<file path="config.mk">
export PLATFORM = sky130hd
export DESIGN_NAME = dns_query_builder_top_flat
export DESIGN_NICKNAME = d
export VERILOG_FILES = /design/src/rtl/dqb_pkg.sv /design/src/rtl/dqb_in_if.sv /design/src/rtl/dqb_out_if.sv /design/src/rtl/dqb_ram.sv /design/src/rtl/dqb_seq.sv /design/src/rtl/dns_query_builder_top.sv /design/src/flat_wrapper.sv
export VERILOG_INCLUDE_DIRS = /design/src /design/src/rtl
export SDC_FILE = /design/constraint.sdc
export NUM_CORES = 1
export LEC_CHECK = 0
export ABC_AREA = 1
export BUFFER_PORTS_ARGS = -buffer_cell sky130_fd_sc_hd__buf_2
export CAP_MARGIN = 20
export CORE_UTILIZATION = 28
export CTS_BUF_LIST = sky130_fd_sc_hd__clkbuf_4 sky130_fd_sc_hd__clkbuf_8
export DETAILED_ROUTE_END_ITERATION = 8
export PLACE_DENSITY = 0.51
export SLEW_MARGIN = 25
export SYNTH_ARGS = -nofsm -noshare
export SYNTH_HDL_FRONTEND = slang
export SYNTH_SLANG_ARGS = --single-unit
</file>
<file path="constraint.sdc">
create_clock -name i_clk -period 2.3 [get_ports i_clk]
set_clock_uncertainty 0.2 [all_clocks]
set_input_delay 0.23 -clock i_clk [delete_from_list [all_inputs] [get_ports i_clk]]
set_output_delay 0.23 -clock i_clk [all_outputs]
set_load 0.02 [all_outputs]
</file>
<file path="src/rtl/assert_macros.svh">
// Assertion helpers for the query builder.
`ifndef ASSERT_MACROS_SVH
`define ASSERT_MACROS_SVH
`ifndef SYNTHESIS
`define ASSERT_IMP(lbl, clk, rst_n, ante, cons) \
    lbl: assert property (@(posedge clk) disable iff (!rst_n) (ante) |-> (cons)) \
        else $error("assertion failed");
`define ASSERT_NXT(lbl, clk, rst_n, ante, cons) \
    lbl: assert property (@(posedge clk) disable iff (!rst_n) (ante) |=> (cons)) \
        else $error("assertion failed");
`else
`define ASSERT_IMP(lbl, clk, rst_n, ante, cons)
`define ASSERT_NXT(lbl, clk, rst_n, ante, cons)
`endif
`endif

</file>
<file path="src/rtl/dqb_pkg.sv">
package dqb_pkg;

    localparam int MAX_LABEL_DEF = 32;

    localparam logic [7:0] CHAR_DOT = 8'd46;
    localparam logic [7:0] CHAR_END = 8'd0;

    localparam logic [3:0] HDR_LEN  = 4'd12;
    localparam logic [3:0] TAIL_LEN = 4'd5;

    localparam logic [3:0] HDR_ID_HI      = 4'd0;
    localparam logic [3:0] HDR_ID_LO      = 4'd1;
    localparam logic [3:0] HDR_FLAGS_HI   = 4'd2;
    localparam logic [3:0] HDR_QDCOUNT_LO = 4'd5;

    localparam logic [3:0] TAIL_TYPE_HI  = 4'd1;
    localparam logic [3:0] TAIL_TYPE_LO  = 4'd2;
    localparam logic [3:0] TAIL_CLASS_HI = 4'd3;
    localparam logic [3:0] TAIL_CLASS_LO = 4'd4;

    localparam logic CFG_QUERY_TYPE  = 1'b0;
    localparam logic CFG_QUERY_CLASS = 1'b1;

    typedef struct packed {
        logic       valid;
        logic [7:0] data;
        logic       last;
    } t_emit;

    typedef struct packed {
        logic busy;
        logic ovf;
    } t_stat;

    function automatic logic [7:0] hdr_byte(input logic [3:0] idx, input logic [15:0] id);
        logic [7:0] b;
        case (idx)
            HDR_ID_HI:      b = id[15:8];
            HDR_ID_LO:      b = id[7:0];
            HDR_FLAGS_HI:   b = 8'h01;
            HDR_QDCOUNT_LO: b = 8'h01;
            default:        b = 8'h00;
        endcase
        return b;
    endfunction

    function automatic logic [7:0] tail_byte(input logic [3:0] idx, input logic [15:0] qtype,
                                             input logic [15:0] qclass);
        logic [7:0] b;
        case (idx)
            TAIL_TYPE_HI:  b = qtype[15:8];
            TAIL_TYPE_LO:  b = qtype[7:0];
            TAIL_CLASS_HI: b = qclass[15:8];
            TAIL_CLASS_LO: b = qclass[7:0];
            default:       b = 8'h00;
        endcase
        return b;
    endfunction

endpackage

</file>
<file path="src/rtl/dqb_in_if.sv">
interface dqb_in_if;
    logic        valid;
    logic        ready;
    logic [7:0]  name_byte;
    logic [15:0] query_id;

    modport source (output valid, output name_byte, output query_id, input ready);
    modport sink   (input valid, input name_byte, input query_id, output ready);
endinterface

</file>
<file path="src/rtl/dqb_out_if.sv">
interface dqb_out_if;
    logic       valid;
    logic       ready;
    logic [7:0] out_byte;
    logic       out_last;
    logic       label_overflow;

    modport source (output valid, output out_byte, output out_last, output label_overflow,
                    input ready);
    modport sink   (input valid, input out_byte, input out_last, input label_overflow,
                    output ready);
endinterface

</file>
<file path="src/rtl/dqb_ram.sv">
module dqb_ram #(
    parameter int WIDTH = 8,
    parameter int DEPTH = dqb_pkg::MAX_LABEL_DEF,
    localparam int AW = (DEPTH > 1) ? $clog2(DEPTH) : 1
) (
    input  logic             i_clk,
    input  logic             i_we,
    input  logic [AW-1:0]    i_waddr,
    input  logic [WIDTH-1:0] i_wdata,
    input  logic             i_re,
    input  logic [AW-1:0]    i_raddr,
    output logic [WIDTH-1:0] o_rdata
);

    logic [WIDTH-1:0] r_mem [DEPTH];
    logic [WIDTH-1:0] r_rdata;

    always_ff @(posedge i_clk) begin
        if (i_we) begin
            r_mem[i_waddr] <= i_wdata;
        end
        if (i_re) begin
            r_rdata <= r_mem[i_raddr];
        end
    end

    assign o_rdata = r_rdata;

endmodule

</file>
<file path="src/rtl/dqb_seq.sv">
module dqb_seq #(
    parameter int MAX_LABEL = dqb_pkg::MAX_LABEL_DEF,
    localparam int FILL_W = $clog2(MAX_LABEL + 1),
    localparam int ADDR_W = (MAX_LABEL > 1) ? $clog2(MAX_LABEL) : 1
) (
    input  logic              i_clk,
    input  logic              i_rst_n,
    input  logic              i_start,
    input  logic [7:0]        i_byte,
    input  logic [15:0]       i_id,
    input  logic [15:0]       i_qtype,
    input  logic [15:0]       i_qclass,
    input  logic              i_load_ok,
    output dqb_pkg::t_emit    o_emit,
    output dqb_pkg::t_stat    o_stat,
    output logic [FILL_W-1:0] o_fill,
    output logic              o_we,
    output logic [ADDR_W-1:0] o_waddr,
    output logic [7:0]        o_wdata,
    output logic              o_re,
    output logic [ADDR_W-1:0] o_raddr,
    input  logic [7:0]        i_rdata
);

    typedef enum logic [6:0] {
        S_IDLE = 7'b0000001,
        S_HDR  = 7'b0000010,
        S_DISP = 7'b0000100,
        S_LEN  = 7'b0001000,
        S_RD   = 7'b0010000,
        S_DAT  = 7'b0100000,
        S_TAIL = 7'b1000000
    } t_state;

    t_state            r_state, n_state;
    logic [3:0]        r_cnt, n_cnt;
    logic [ADDR_W-1:0] r_rd, n_rd;
    logic [FILL_W-1:0] r_fill, n_fill;
    logic              r_hs, n_hs;
    logic              r_ovf, n_ovf;
    logic [7:0]        r_byte, n_byte;
    logic [15:0]       r_id, n_id;
    logic              w_sep;

    assign w_sep = (r_byte == dqb_pkg::CHAR_DOT) || (r_byte == dqb_pkg::CHAR_END);

    always_comb begin
        n_state = r_state;
        n_cnt   = r_cnt;
        n_rd    = r_rd;
        n_fill  = r_fill;
        n_hs    = r_hs;
        n_ovf   = r_ovf;
        n_byte  = r_byte;
        n_id    = r_id;
        o_emit  = '0;
        o_we    = 1'b0;
        o_re    = 1'b0;
        case (r_state)
            S_IDLE: begin
                if (i_start) begin
                    n_byte  = i_byte;
                    n_id    = i_id;
                    n_cnt   = '0;
                    n_state = r_hs ? S_DISP : S_HDR;
                end
            end
            S_HDR: begin
                if (i_load_ok) begin
                    o_emit.valid = 1'b1;
                    o_emit.data  = dqb_pkg::hdr_byte(r_cnt, r_id);
                    if (r_cnt == dqb_pkg::HDR_LEN - 4'd1) begin
                        n_hs    = 1'b1;
                        n_fill  = '0;
                        n_state = S_DISP;
                    end else begin
                        n_cnt = r_cnt + 4'd1;
                    end
                end
            end
            S_DISP: begin
                n_cnt = '0;
                n_rd  = '0;
                if (w_sep) begin
                    if (r_fill != '0) begin
                        n_state = S_LEN;
                    end else if (r_byte == dqb_pkg::CHAR_END) begin
                        n_state = S_TAIL;
                    end else begin
                        n_state = S_IDLE;
                    end
                end else begin
                    if (r_fill < FILL_W'(MAX_LABEL)) begin
                        o_we   = 1'b1;
                        n_fill = r_fill + FILL_W'(1);
                    end else begin
                        n_ovf = 1'b1;
                    end
                    n_state = S_IDLE;
                end
            end
            S_LEN: begin
                if (i_load_ok) begin
                    o_emit.valid = 1'b1;
                    o_emit.data  = 8'(r_fill);
                    n_state      = S_RD;
                end
            end
            S_RD: begin
                o_re    = 1'b1;
                n_state = S_DAT;
            end
            S_DAT: begin
                if (i_load_ok) begin
                    o_emit.valid = 1'b1;
                    o_emit.data  = i_rdata;
                    if (FILL_W'(r_rd) + FILL_W'(1) == r_fill) begin
                        n_fill  = '0;
                        n_state = (r_byte == dqb_pkg::CHAR_END) ? S_TAIL : S_IDLE;
                    end else begin
                        n_rd    = r_rd + ADDR_W'(1);
                        n_state = S_RD;
                    end
                end
            end
            S_TAIL: begin
                if (i_load_ok) begin
                    o_emit.valid = 1'b1;
                    o_emit.data  = dqb_pkg::tail_byte(r_cnt, i_qtype, i_qclass);
                    if (r_cnt == dqb_pkg::TAIL_LEN - 4'd1) begin
                        o_emit.last = 1'b1;
                        n_hs        = 1'b0;
                        n_state     = S_IDLE;
                    end else begin
                        n_cnt = r_cnt + 4'd1;
                    end
                end
            end
            default: begin
                n_state = S_IDLE;
            end
        endcase
    end

    always_ff @(posedge i_clk) begin
        if (!i_rst_n) begin
            r_state <= S_IDLE;
            r_cnt   <= '0;
            r_rd    <= '0;
            r_fill  <= '0;
            r_hs    <= 1'b0;
            r_ovf   <= 1'b0;
        end else begin
            r_state <= n_state;
            r_cnt   <= n_cnt;
            r_rd    <= n_rd;
            r_fill  <= n_fill;
            r_hs    <= n_hs;
            r_ovf   <= n_ovf;
        end
    end

    always_ff @(posedge i_clk) begin
        r_byte <= n_byte;
        r_id   <= n_id;
    end

    assign o_stat.busy = (r_state != S_IDLE);
    assign o_stat.ovf  = r_ovf;
    assign o_fill      = r_fill;
    assign o_waddr     = r_fill[ADDR_W-1:0];
    assign o_wdata     = r_byte;
    assign o_raddr     = r_rd;

endmodule

</file>
<file path="src/rtl/dns_query_builder_top.sv">
// channel   dir  word fields                             handshake
// i_in      in   name_byte[7:0], query_id[15:0]          valid/ready
// o_out     out  out_byte[7:0], out_last, label_overflow valid/ready
// cfg       in   i_cfg_idx (0 type, 1 class), i_cfg_data write on i_cfg_we
// An input word that only buffers a character goes through dispatch back to idle; the
// first word of a name also emits the 12-byte header. A flush emits the length byte, then
// each stored character (label RAM read, data byte), then the 5-byte tail on the end byte.
// Input ready is high only while the sequencer is idle; output stalls hold its emit states.
// Synchronous active-low reset; no clearing pass, type and class reset to 1.
`include "assert_macros.svh"
module dns_query_builder_top #(
    parameter int MAX_LABEL = dqb_pkg::MAX_LABEL_DEF
) (
    input  logic        i_clk,
    input  logic        i_rst_n,
    dqb_in_if.sink      i_in,
    dqb_out_if.source   o_out,
    input  logic        i_cfg_we,
    input  logic        i_cfg_idx,
    input  logic [15:0] i_cfg_data
);

    localparam int FILL_W = $clog2(MAX_LABEL + 1);
    localparam int ADDR_W = (MAX_LABEL > 1) ? $clog2(MAX_LABEL) : 1;

    dqb_pkg::t_emit    w_emit;
    dqb_pkg::t_stat    w_stat;
    logic [FILL_W-1:0] w_fill;
    logic              w_we;
    logic [ADDR_W-1:0] w_waddr;
    logic [7:0]        w_wdata;
    logic              w_re;
    logic [ADDR_W-1:0] w_raddr;
    logic [7:0]        w_rdata;
    logic              w_start;
    logic              w_load_ok;

    logic [15:0] r_qtype;
    logic [15:0] r_qclass;
    logic        r_ov;
    logic [7:0]  r_ob;
    logic        r_ol;
    logic        r_oo;

    assign i_in.ready = !w_stat.busy;
    assign w_start    = i_in.valid && !w_stat.busy;
    assign w_load_ok  = !r_ov || o_out.ready;

    always_ff @(posedge i_clk) begin
        if (!i_rst_n) begin
            r_qtype  <= 16'd1;
            r_qclass <= 16'd1;
        end else if (i_cfg_we) begin
            case (i_cfg_idx)
                dqb_pkg::CFG_QUERY_TYPE:  r_qtype  <= i_cfg_data;
                dqb_pkg::CFG_QUERY_CLASS: r_qclass <= i_cfg_data;
                default: begin
                end
            endcase
        end
    end

    dqb_seq #(
        .MAX_LABEL(MAX_LABEL)
    ) u_seq (
        .i_clk    (i_clk),
        .i_rst_n  (i_rst_n),
        .i_start  (w_start),
        .i_byte   (i_in.name_byte),
        .i_id     (i_in.query_id),
        .i_qtype  (r_qtype),
        .i_qclass (r_qclass),
        .i_load_ok(w_load_ok),
        .o_emit   (w_emit),
        .o_stat   (w_stat),
        .o_fill   (w_fill),
        .o_we     (w_we),
        .o_waddr  (w_waddr),
        .o_wdata  (w_wdata),
        .o_re     (w_re),
        .o_raddr  (w_raddr),
        .i_rdata  (w_rdata)
    );

    dqb_ram #(
        .WIDTH(8),
        .DEPTH(MAX_LABEL)
    ) u_label_ram (
        .i_clk  (i_clk),
        .i_we   (w_we),
        .i_waddr(w_waddr),
        .i_wdata(w_wdata),
        .i_re   (w_re),
        .i_raddr(w_raddr),
        .o_rdata(w_rdata)
    );

    always_ff @(posedge i_clk) begin
        if (!i_rst_n) begin
            r_ov <= 1'b0;
        end else if (w_emit.valid) begin
            r_ov <= 1'b1;
        end else if (o_out.ready) begin
            r_ov <= 1'b0;
        end
    end

    always_ff @(posedge i_clk) begin
        if (w_emit.valid) begin
            r_ob <= w_emit.data;
            r_ol <= w_emit.last;
            r_oo <= w_stat.ovf;
        end
    end

    assign o_out.valid          = r_ov;
    assign o_out.out_byte       = r_ob;
    assign o_out.out_last       = r_ol;
    assign o_out.label_overflow = r_oo;

    `ASSERT_IMP(a_fill_max, i_clk, i_rst_n, 1'b1, w_fill <= FILL_W'(MAX_LABEL))
    `ASSERT_NXT(a_ovf_sticky, i_clk, i_rst_n, w_stat.ovf, w_stat.ovf)
    `ASSERT_NXT(a_start_busy, i_clk, i_rst_n, i_in.valid && i_in.ready, !i_in.ready)
    `ASSERT_NXT(a_last_idle, i_clk, i_rst_n, w_emit.valid && w_emit.last, !w_stat.busy)

endmodule
</file>
<file path="src/flat_wrapper.sv">
// flat-port wrapper written by rule: the top's interface ports become plain ports
module dns_query_builder_top_flat 
#(
    parameter int MAX_LABEL = dqb_pkg::MAX_LABEL_DEF
)
  (i_clk, i_rst_n, i_cfg_we, i_cfg_idx, i_cfg_data, i_in_valid, i_in_name_byte, i_in_query_id, i_in_ready, o_out_valid, o_out_out_byte, o_out_out_last, o_out_label_overflow, o_out_ready);
  dqb_in_if i_in_i ();
  dqb_out_if o_out_i ();
  input  logic i_clk;
  input  logic i_rst_n;
  input  logic i_cfg_we;
  input  logic i_cfg_idx;
  input  logic [15:0] i_cfg_data;
  input wire logic [$bits(i_in_i.valid)-1:0] i_in_valid;
  input wire logic [$bits(i_in_i.name_byte)-1:0] i_in_name_byte;
  input wire logic [$bits(i_in_i.query_id)-1:0] i_in_query_id;
  output wire logic [$bits(i_in_i.ready)-1:0] i_in_ready;
  output wire logic [$bits(o_out_i.valid)-1:0] o_out_valid;
  output wire logic [$bits(o_out_i.out_byte)-1:0] o_out_out_byte;
  output wire logic [$bits(o_out_i.out_last)-1:0] o_out_out_last;
  output wire logic [$bits(o_out_i.label_overflow)-1:0] o_out_label_overflow;
  input wire logic [$bits(o_out_i.ready)-1:0] o_out_ready;
  assign i_in_i.valid = i_in_valid;
  assign i_in_i.name_byte = i_in_name_byte;
  assign i_in_i.query_id = i_in_query_id;
  assign i_in_ready = i_in_i.ready;
  assign o_out_valid = o_out_i.valid;
  assign o_out_out_byte = o_out_i.out_byte;
  assign o_out_out_last = o_out_i.out_last;
  assign o_out_label_overflow = o_out_i.label_overflow;
  assign o_out_i.ready = o_out_ready;
  dns_query_builder_top #(.MAX_LABEL(MAX_LABEL)) u_core (.i_clk(i_clk), .i_rst_n(i_rst_n), .i_in(i_in_i), .o_out(o_out_i), .i_cfg_we(i_cfg_we), .i_cfg_idx(i_cfg_idx), .i_cfg_data(i_cfg_data));
endmodule
</file>
==> results of run 1 <==
[path summary, 6_finish.rpt]
| check | endpoint | slack, ns |
|---|---|---|
| worst max-delay path | u_core.r_qtype[0] | 0.17 |
| worst min-delay path | u_core.u_seq.o_wdata[2] | 0.11 |
| worst max register to register | u_core.u_label_ram.r_mem[14][1] | 0.19 |
| worst min register to register | u_core.r_qclass[5] | 0.25 |
[metrics by stage]
stage | power (mW) | setup TNS, ns | worst slack, ns | instance area, um2
floorplan | 9.182 | -14.13 | -0.06391 | 14820
global placement | 10.19 | 0 | 0.1924 | 16450
detailed placement | 10.20 | 0 | 0.2013 | 16450
CTS | 15.68 | 0 | 0.1739 | 18180
global route | 16.17 | 0 | 0.04108 | 18180
finish | 15.50 | 0 | 0.1677 | 18180
[registers in the layout, summed over array words and instances (netlist names)]
| register | cells |
|---|---|
| u_core.u_label_ram.r_mem | 256 |
| u_core.r_qclass | 16 |
| u_core.r_qtype | 16 |
| u_core.u_seq.r_id | 16 |
| u_core.o_out.out_byte | 8 |
| u_core.u_label_ram.o_rdata | 8 |
| u_core.u_seq.o_wdata | 8 |
| u_core.u_seq.r_state | 7 |
| u_core.u_seq.o_fill | 6 |
| u_core.u_seq.o_raddr | 5 |
| u_core.u_seq.r_cnt | 4 |
| u_core.o_out.label_overflow | 1 |
| u_core.o_out.out_last | 1 |
| u_core.o_out.valid | 1 |
| u_core.u_seq.r_hs | 1 |
| u_core.u_seq.r_ovf | 1 |
[cells by family (layout without fill, tap and decap cells)]
family	count (synthesis)	after routing	share of synthesized area, %
buffers and inverters	138	377	3.810
and+or+nand+nor	486	486	14.11
DFF	355	355	68.13
adders and majority gates	9	9	0.7603
other	0	1	0
xor gates and xnor gates	6	6	0.3548
AOI/OAI and AO/OA	313	313	12.84
[what timing repair did]
action                    CTS  global route
hold buffers               62             0
gates resized for setup     0             0
hold endpoints to repair   85             0
[synth_stat cells (all sizes together), types with 9 or more instances]
cell type,count,area (um2)
nand2,122,485.5
inv,63,236.5
o221ai,52,455.4
nand4,11,90.08
edfxtp,298,8949
ha,9,112.6
o21ai,190,950.9
clkbuf,49,183.9
nor2,259,1012
a21oi,31,166.4
nand3,86,447.9
dfxtp,57,1141
buf,25,140.1
o22ai,10,62.56
[cell usage in the layout (no fill, tap or decap), types with 10 or more instances in the layout]
cell	n
nor2_2	10
clkbuf_8	60
o21ai_0	179
nand2_1	115
nor2_1	246
o21ai_1	11
inv_2	10
buf_4	83
o221ai_1	52
clkbuf_4	13
inv_1	52
clkinv_1	18
dfxtp_1	55
dlygate4sd3_1	62
o22ai_1	10
edfxtp_1	298
a21oi_1	30
buf_2	57
nand3_1	84
[power groups by stage]
stage | clock [mW] | combinational, mW | sequential (mW)
CTS | 5.53 | 2.41 | 7.74
global route | 5.77 | 2.64 | 7.76
floorplan | 0 | 1.17 | 8.01
finish | 5.37 | 2.40 | 7.74
global placement | 0 | 2.32 | 7.87
detailed placement | 0 | 2.33 | 7.87
[layout make-up]
class / count / area, um2 / share of cell area [%]
repair buffers: 211 / 1709 / 9.399
flip-flops and latches: 355 / 10090 / 55.51
multi-input cells: 814 / 4175 / 22.96
diodes: 1 / 2.502 / 0.01376
inverters: 64 / 241.5 / 1.328
clock inverters: 29 / 187.7 / 1.032
well taps: 680 / 850.8 / 4.679
clock buffers: 73 / 923.4 / 5.078
[layer usage]
metal | global-route usage [%] | vias up | share of wire [%]
li1 | - | 5122 | -
met1 | 22.03 | 5356 | 46
met2 | 25.85 | 297 | 47
met3 | 2.014 | 65 | 4.8
met4 | 4.934 | 0 | 2.2
met5 | 0 | - | 0
==> impl_results.md, run 1 <==
- Status: finished, final reports clean
- Fin cells: 2227
- Final Setup Violations: 0
- Max Slew Vio Count: 0
- Clock tree buffer depth: 3
- Worst hold path type: primary input to register
- Worst Path Max Fanout: 17
- PortBufs: 57
- Die X: 232.0 um
- Die Y: 232.0 um
- Sw Pwr: 4.398 mW
- Worst IR Drop VDD: 0.5834 mV
- Clock sink total: 355
- Worst skew pair latency: 0.64 ns
- Worst Path Required: 2.62 ns
- Iter 0 DRT Violations: 932
- DR vias: 10840
- Sw frac: 28.36%
- Mapped Cells: 1307
- Initial antenna violation count: 1
- Relative slew slack: 57.27%
- Crit path top cell by count: dlygate4sd3_1
- I/O pin cnt: 58
- Largest delay share family, worst path: buffers and inverters
- Clock Power Share: 34.6%
- Final hold violations: 0
- Synth cell types: 42
- RSZ-0062 raised after global routing: no
- Worst hold slack: 0.1084 ns
- Synth Flop Type: edfxtp_1
- TritonCTS Buffers: 58
- RD Place Congestion: 0.8312
- Register area share after synthesis: 68.13%
- Post-route ant nets: 0
- Combinational power share: 15.5%
- PD cells: 852.6 nW/um2
- Total gr overflow: 0
- Placed cells: 2062
- Min-delay src: i_in_name_byte[2]
- Crit path cell chain: dlygate4sd3_1 > buf_2 > inv_1 > nor2_1 > buf_4 > nand2_1 > dlygate4sd3_1 > nand3_1 > dlygate4sd3_1
- Die footprint: 53820 um2
- Vias/cell: 4.868
- Reg power frac: 49.9%
- Share of layout cells above drive strength 1: 17.92%
- Slowest CP cell: dlygate4sd3_1
- Number of global-route vias before repair: 10761
- Async SR Flop Fraction: 0%
- Worst-Margin Slew: 0.6402 ns
- Synth warnings: 0
- Setup bufs post-CTS: 0
- Synth Area per Inst: 11.33 um2
- Nets@finish: 1559
- Max stage delay on crit path: 0.56 ns
- Max Clk Rate: 0.4690 GHz
- Worst r2r src: u_core.u_seq.o_wdata[2]
- Post-synthesis register bit count: 355
- Clk slew on worst S/H paths: 0.06 ns
- Fin util: 35.09%
- Row cnt: 83
- WP buf/inv: 6
- Core area: 51820 um2
- Synth Cell Area: 14810 um2
- Syn Nets: 1362
- Initial Utilization: 28.58%
- Critical path start-end classification: primary input to register
- CP Capture Type: register
- Worst setup path start: i_cfg_we
- Largest net degree at the start of global routing: 68
- Placed wire-length estimate: 26950 um
- Min cycle time layout: 2.132 ns
- Wire per inst: 19.11 um
- Drc violations: 0
- Global Route Usage Sum: 15.92%
- CTS tree: yes
- Critical path data arrival time: 2.45 ns
- Pre-antenna DRT Iters: 5
- CP startpoint kind: primary input
- Wirelength, routed: 42560 um
- First-pass GRT wire length: 65560 um
- Layout area overhead: 22.78%
- H-tree Lvls: 2
- Levels on crit path: 9
- Int Power: 11.11 mW
- R2R depth: 9
- P_leak: 6.438 nW
- Fillers: 5131
- Cell depth of the worst hold path: 2
- Post-synth EDFFs: 298
- Period Utilization, post-route: 92.71%
- CTS Root Cell: clkbuf_8
- Max-Cap Viols: 0
Power figures use the tool's default switching activity.
==> run 2, diff against run 1 <==
--- a/config.mk
+++ b/config.mk
@@ -10,7 +10,7 @@
 export BUFFER_PORTS_ARGS = -buffer_cell sky130_fd_sc_hd__buf_2
 export CAP_MARGIN = 20
 export CORE_UTILIZATION = 28
-export CTS_BUF_LIST = sky130_fd_sc_hd__clkbuf_4 sky130_fd_sc_hd__clkbuf_8
+export CTS_BUF_LIST = sky130_fd_sc_hd__clkbuf_4
 export DETAILED_ROUTE_END_ITERATION = 8
 export PLACE_DENSITY = 0.51
 export SLEW_MARGIN = 25
==> run 2 against run 1 <==
- sequential share of layout area down 1.4 points
- largest power group unchanged
- final cell count grew 4.4%
- core utilization rose by 0.93 points
- highest routed layer unchanged
- via count increased by 4.2%
- largest cell class unchanged
- clock power rose by 4.1%
==> impl_results.md, run 2 (synthesis results as in run 1) <==
- CP startpoint kind: primary input
- PD cells: 847.2 nW/um2
- RSZ-0062 raised after global routing: no
- CP Capture Type: register
- Drc violations: 0
- Worst IR Drop VDD: 0.4995 mV
- Largest net degree at the start of global routing: 68
- H-tree Lvls: 3
- Post-route ant nets: 0
- Initial antenna violation count: 1
- Status: finished, final reports clean
- Worst skew pair latency: 0.82 ns
- Max Slew Vio Count: 0
- Fin util: 36.03%
- Vias/cell: 4.854
- WP buf/inv: 5
- Final hold violations: 0
- Number of global-route vias before repair: 11340
- Period Utilization, post-route: 98.93%
- Layout area overhead: 26.05%
- Worst Path Required: 2.79 ns
- Iter 0 DRT Violations: 826
- Slowest CP cell: dlygate4sd3_1
- Worst-Margin Slew: 0.6312 ns
- Wire per inst: 18.74 um
- Largest delay share family, worst path: buffers and inverters
- Placed cells: 2062
- Worst hold path type: primary input to register
- CTS tree: yes
- Clock sink total: 355
- Max stage delay on crit path: 0.59 ns
- Share of layout cells above drive strength 1: 20.50%
- Final Setup Violations: 0
- Clock tree buffer depth: 3
- Total power: 15.82 mW
- Top reg by flops: u_core.u_label_ram.r_mem
- Die footprint: 53820 um2
- Crit path cell chain: dlygate4sd3_1 > buf_2 > dlygate4sd3_1 > nand2_1 > dlygate4sd3_1 > nand3_1 > dlygate4sd3_1
- P_leak: 6.720 nW
- Wirelength, routed: 43590 um
- RD Place Congestion: 0.8312
- Die Y: 232.0 um
- I/O pin cnt: 58
- Worst hold slack: 0.08458 ns
- Clk slew on worst S/H paths: 0.07 ns
- DR vias: 11290
- Min cycle time layout: 2.275 ns
- Global Route Usage Sum: 16.49%
- Max FFs per register: 256
- Crit path top cell by count: dlygate4sd3_1
- Design area: 18670 um2
- TritonCTS Buffers: 91
- Row cnt: 83
- Die X: 232.0 um
- Critical path data arrival time: 2.77 ns
- Placed wire-length estimate: 26950 um
- Relative slew slack: 57.88%
- Fin cells: 2326
- Area after DPL: 16450 um2
- Most frequent cells in the layout: edfxtp_1 (298), nor2_1 (246), o21ai_0 (179), clkbuf_4 (132), nand2_1 (115)
- Nets@finish: 1632
- PortBufs: 57
- Core area: 51820 um2
- Initial Utilization: 28.58%
- CTS Root Cell: clkbuf_4
- Worst Path Max Fanout: 2
- Max Clk Rate: 0.4395 GHz
- Total gr overflow: 0
- First-pass GRT wire length: 67230 um
- Most common cell after layout, fill and taps aside: edfxtp_1
- Max-Cap Viols: 0
- Critical path start-end classification: primary input to register
- Pre-antenna DRT Iters: 7
-- run 2: cell type report --
cell class	instances	area (um2)
diodes	2	5.005
clock inverters	28	197.7
multi-input cells	814	4180
fillers	5118	33150
inverters	64	241.5
well taps	680	850.8
clock buffers	132	991.0
flip-flops and latches	355	10100
repair buffers	251	2107
-- run 2: power by group --
part | internal (mW) | total (mW) | switching [mW]
Sequential | 7.57 | 7.73 | 0.167
Clock | 2.97 | 5.59 | 2.62
Combinational | 0.768 | 2.49 | 1.73
-- run 2: final timing paths --
| path | startpoint | to | slack [ns] | cells after the start |
|---|---|---|---|---|
| setup / recovery | i_cfg_data[0] | u_core.r_qtype[0] | 0.02 | 7 |
| hold / removal | i_cfg_data[3] | u_core.r_qclass[3] | 0.08 | 4 |
| setup reg to reg | u_core.u_seq.r_state[5] | u_core.u_label_ram.r_mem[14][3] | 0.15 | 9 |
| hold reg to reg | u_core.r_qclass[5] | u_core.r_qclass[5] | 0.25 | 2 |
-- run 2: worst register-to-register path, delay by kind of cell (launching register included) --
family                 cells  cell delay [ns]
and+or+nand+nor            6             0.82
buffers and inverters      3             0.49
DFF                        1             0.34
-- run 2: metrics by stage --
stage,TNS [ns],worst slack (ns)
finish,0,0.02464
global route,0,0.005917
global placement,0,0.1924
floorplan,-14.13,-0.06391
detailed placement,0,0.2013
CTS,0,0.02415
-- run 2: what timing repair did --
action                                  in CTS  in global routing
endpoints found under the setup margin       1                  1
setup buffers                                1                  1
hold buffers                               100                  0
gates cloned                                 0                  0
pin swaps                                    1                  1
hold endpoints to repair                   117                  0
gates resized for setup                      2                  1
-- run 2: routing by layer --
| layer | share of wire [%] | GRT usage (%) | vias up |
|---|---|---|---|
| met3 | 5.7 | 2.763 | 91 |
| met4 | 2.5 | 6.702 | 0 |
| met5 | 0 | 0 | - |
| met1 | 44 | 21.77 | 5461 |
| met2 | 48 | 26.77 | 419 |
| li1 | - | - | 5319 |
==> run 3, diff against run 2 <==
--- a/config.mk
+++ b/config.mk
@@ -9,10 +9,12 @@
 export ABC_AREA = 1
 export BUFFER_PORTS_ARGS = -buffer_cell sky130_fd_sc_hd__buf_2
 export CAP_MARGIN = 20
+export CELL_PAD_IN_SITES_DETAIL_PLACEMENT = 0
+export CELL_PAD_IN_SITES_GLOBAL_PLACEMENT = 1
 export CORE_UTILIZATION = 28
 export CTS_BUF_LIST = sky130_fd_sc_hd__clkbuf_4
 export DETAILED_ROUTE_END_ITERATION = 8
-export PLACE_DENSITY = 0.51
+export PLACE_DENSITY = 0.58
 export SLEW_MARGIN = 25
 export SYNTH_ARGS = -nofsm -noshare
 export SYNTH_HDL_FRONTEND = slang
==> run 3 against run 2 <==
- clock-buffer cell count grew 3
- core utilization grew 0.50 points
- design area grew 1.4%
- via count decreased by 1.2%
- die area did not move
- non-clock buffer count rose by 22
- critical path depth stayed put
- first-iteration DRC count is 2.5% lower
- wire length down 0.50%
- critical endpoint is now u_core.r_qtype[1]
- largest cell class unchanged
- largest power group unchanged
==> impl_results.md, run 3 (synthesis results as in run 1) <==
- Total gr overflow: 0
- Clock tree buffer depth: 3
- Critical path start-end classification: primary input to register
- Worst Path Max Fanout: 2
- Sw Pwr: 4.479 mW
- Placed wire-length estimate: 27650 um
- P_leak: 6.869 nW
- Initial antenna violation count: 1
- Max FFs per register: 256
- Drc violations: 0
- PortBufs: 57
- Global Route Usage Sum: 16.37%
- Area after DPL: 16560 um2
- DR vias: 11156
- Initial Utilization: 28.58%
- Post-route ant nets: 0
- Worst hold path type: primary input to register
- Wirelength, routed: 43370 um
- Worst hold slack: 0.08421 ns
- Clk slew on worst S/H paths: 0.06 ns
- Period Utilization, post-route: 99.08%
- Max Clk Rate: 0.4388 GHz
- Worst-Margin Slew: 0.6281 ns
- Clock sink total: 355
- CTS tree: yes
- First-pass GRT wire length: 66180 um
- Critical path data arrival time: 2.76 ns
- H-tree Lvls: 3
- Sw frac: 28.41%
- Max Slew Vio Count: 0
- Max-Cap Viols: 0
- Relative slew slack: 58.08%
- Row cnt: 83
- PD cells: 832.9 nW/um2
- CP startpoint kind: primary input
- Status: finished, final reports clean
- Final Setup Violations: 0
- Vias/cell: 4.737
- Die X: 232.0 um
- RSZ-0062 raised after global routing: yes
- Top reg by flops: u_core.u_label_ram.r_mem
- CP Capture Type: register
- Largest net degree at the start of global routing: 52
- Worst Path Required: 2.78 ns
- Pre-CTS setup slack: 0.09252 ns
- Clock Power Share: 35.0%
- Fin util: 36.53%
- Most common cell after layout, fill and taps aside: edfxtp_1
- Share of layout cells above drive strength 1: 21.16%
- Layout area overhead: 27.80%
- Die footprint: 53820 um2
- I/O pin cnt: 58
- Worst IR Drop VDD: 0.5381 mV
- Min cycle time layout: 2.279 ns
- CTS Root Cell: clkbuf_4
- Die Y: 232.0 um
- Fin worst setup slack: 0.02119 ns
- Design area: 18930 um2
- Iter 0 DRT Violations: 805
- Wire per inst: 18.42 um
- Combinational power share: 16.0%
- Reg power frac: 49.0%
- Number of global-route vias before repair: 11328
- R2R setup slack: 0.12 ns
- Core area: 51820 um2
- Pre-antenna DRT Iters: 5
- Total power: 15.77 mW
- Final hold violations: 0
- RD Place Congestion: 0.8104
- Nets@finish: 1653
- TritonCTS Buffers: 90
- Int Power: 11.29 mW
- Worst skew pair latency: 0.80 ns
- Most frequent cells in the layout: edfxtp_1 (298), nor2_1 (246), o21ai_0 (179), clkbuf_4 (135), nand2_1 (115)
-- run 3: power groups by stage --
stage / combinational [mW] / sequential (mW) / clock, mW
2_1_floorplan: 1.17 / 8.01 / 0
3_3_place_gp: 2.33 / 7.86 / 0
3_5_place_dp: 2.33 / 7.87 / 0
4_1_cts: 2.49 / 7.73 / 5.71
5_1_grt: 2.78 / 7.75 / 6.02
6_report: 2.52 / 7.73 / 5.52
-- run 3: worst paths after layout --
path	from	end	depth (start not counted)
min reg2reg	u_core.r_qclass[2]	u_core.r_qclass[2]	2
min	i_cfg_data[7]	u_core.r_qclass[7]	4
max reg2reg	u_core.u_seq.o_raddr[0]	u_core.u_label_ram.o_rdata[3]	8
max	i_cfg_data[1]	u_core.r_qtype[1]	7
-- run 3: per-stage QoR --
| step | std cells | setup TNS [ns] |
|---|---|---|
| 3_5_place_dp | 2072 | 0 |
| 3_3_place_gp | 2072 | 0 |
| 2_1_floorplan | 1307 | -14.13 |
| 4_1_cts | 2348 | 0 |
| 5_1_grt | 2354 | -0.04045 |
| 6_report | 2355 | 0 |
-- run 3: timing repair --
item / in CTS / in global routing
setup buffers: 0 / 5
hold buffers: 109 / 0
endpoints found under the hold margin: 120 / 0
resized for setup: 1 / 6
endpoints found under the setup margin: 1 / 9
pin swaps: 0 / 2
-- run 3: critical path: stages --
cell and delay (ns):
dlygate4sd3_1 0.54, buf_2 0.14, dlygate4sd3_1 0.58, nor2_1 0.11, dlygate4sd3_1 0.56, nor2_1 0.05, dlygate4sd3_1 0.55
-- run 3: area by class of cell --
| class | instances | area [um2] |
|---|---|---|
| Antenna cell | 2 | 5.005 |
| Inverter | 64 | 245.2 |
| Clock buffer | 135 | 1013 |
| Clock inverter | 32 | 182.7 |
| Multi-Input combinational cell | 814 | 4204 |
| Tap cell | 680 | 850.8 |
| Sequential cell | 355 | 10090 |
| Timing Repair Buffer | 273 | 2332 |
| Fill cell | 5081 | 32890 |
-- run 3: metal layers --
layer	wire length, um	GRT usage [%]
met5	0	0
met4	1018	6.394
met1	19560	21.17
met3	2186	4.077
met2	20610	26.22
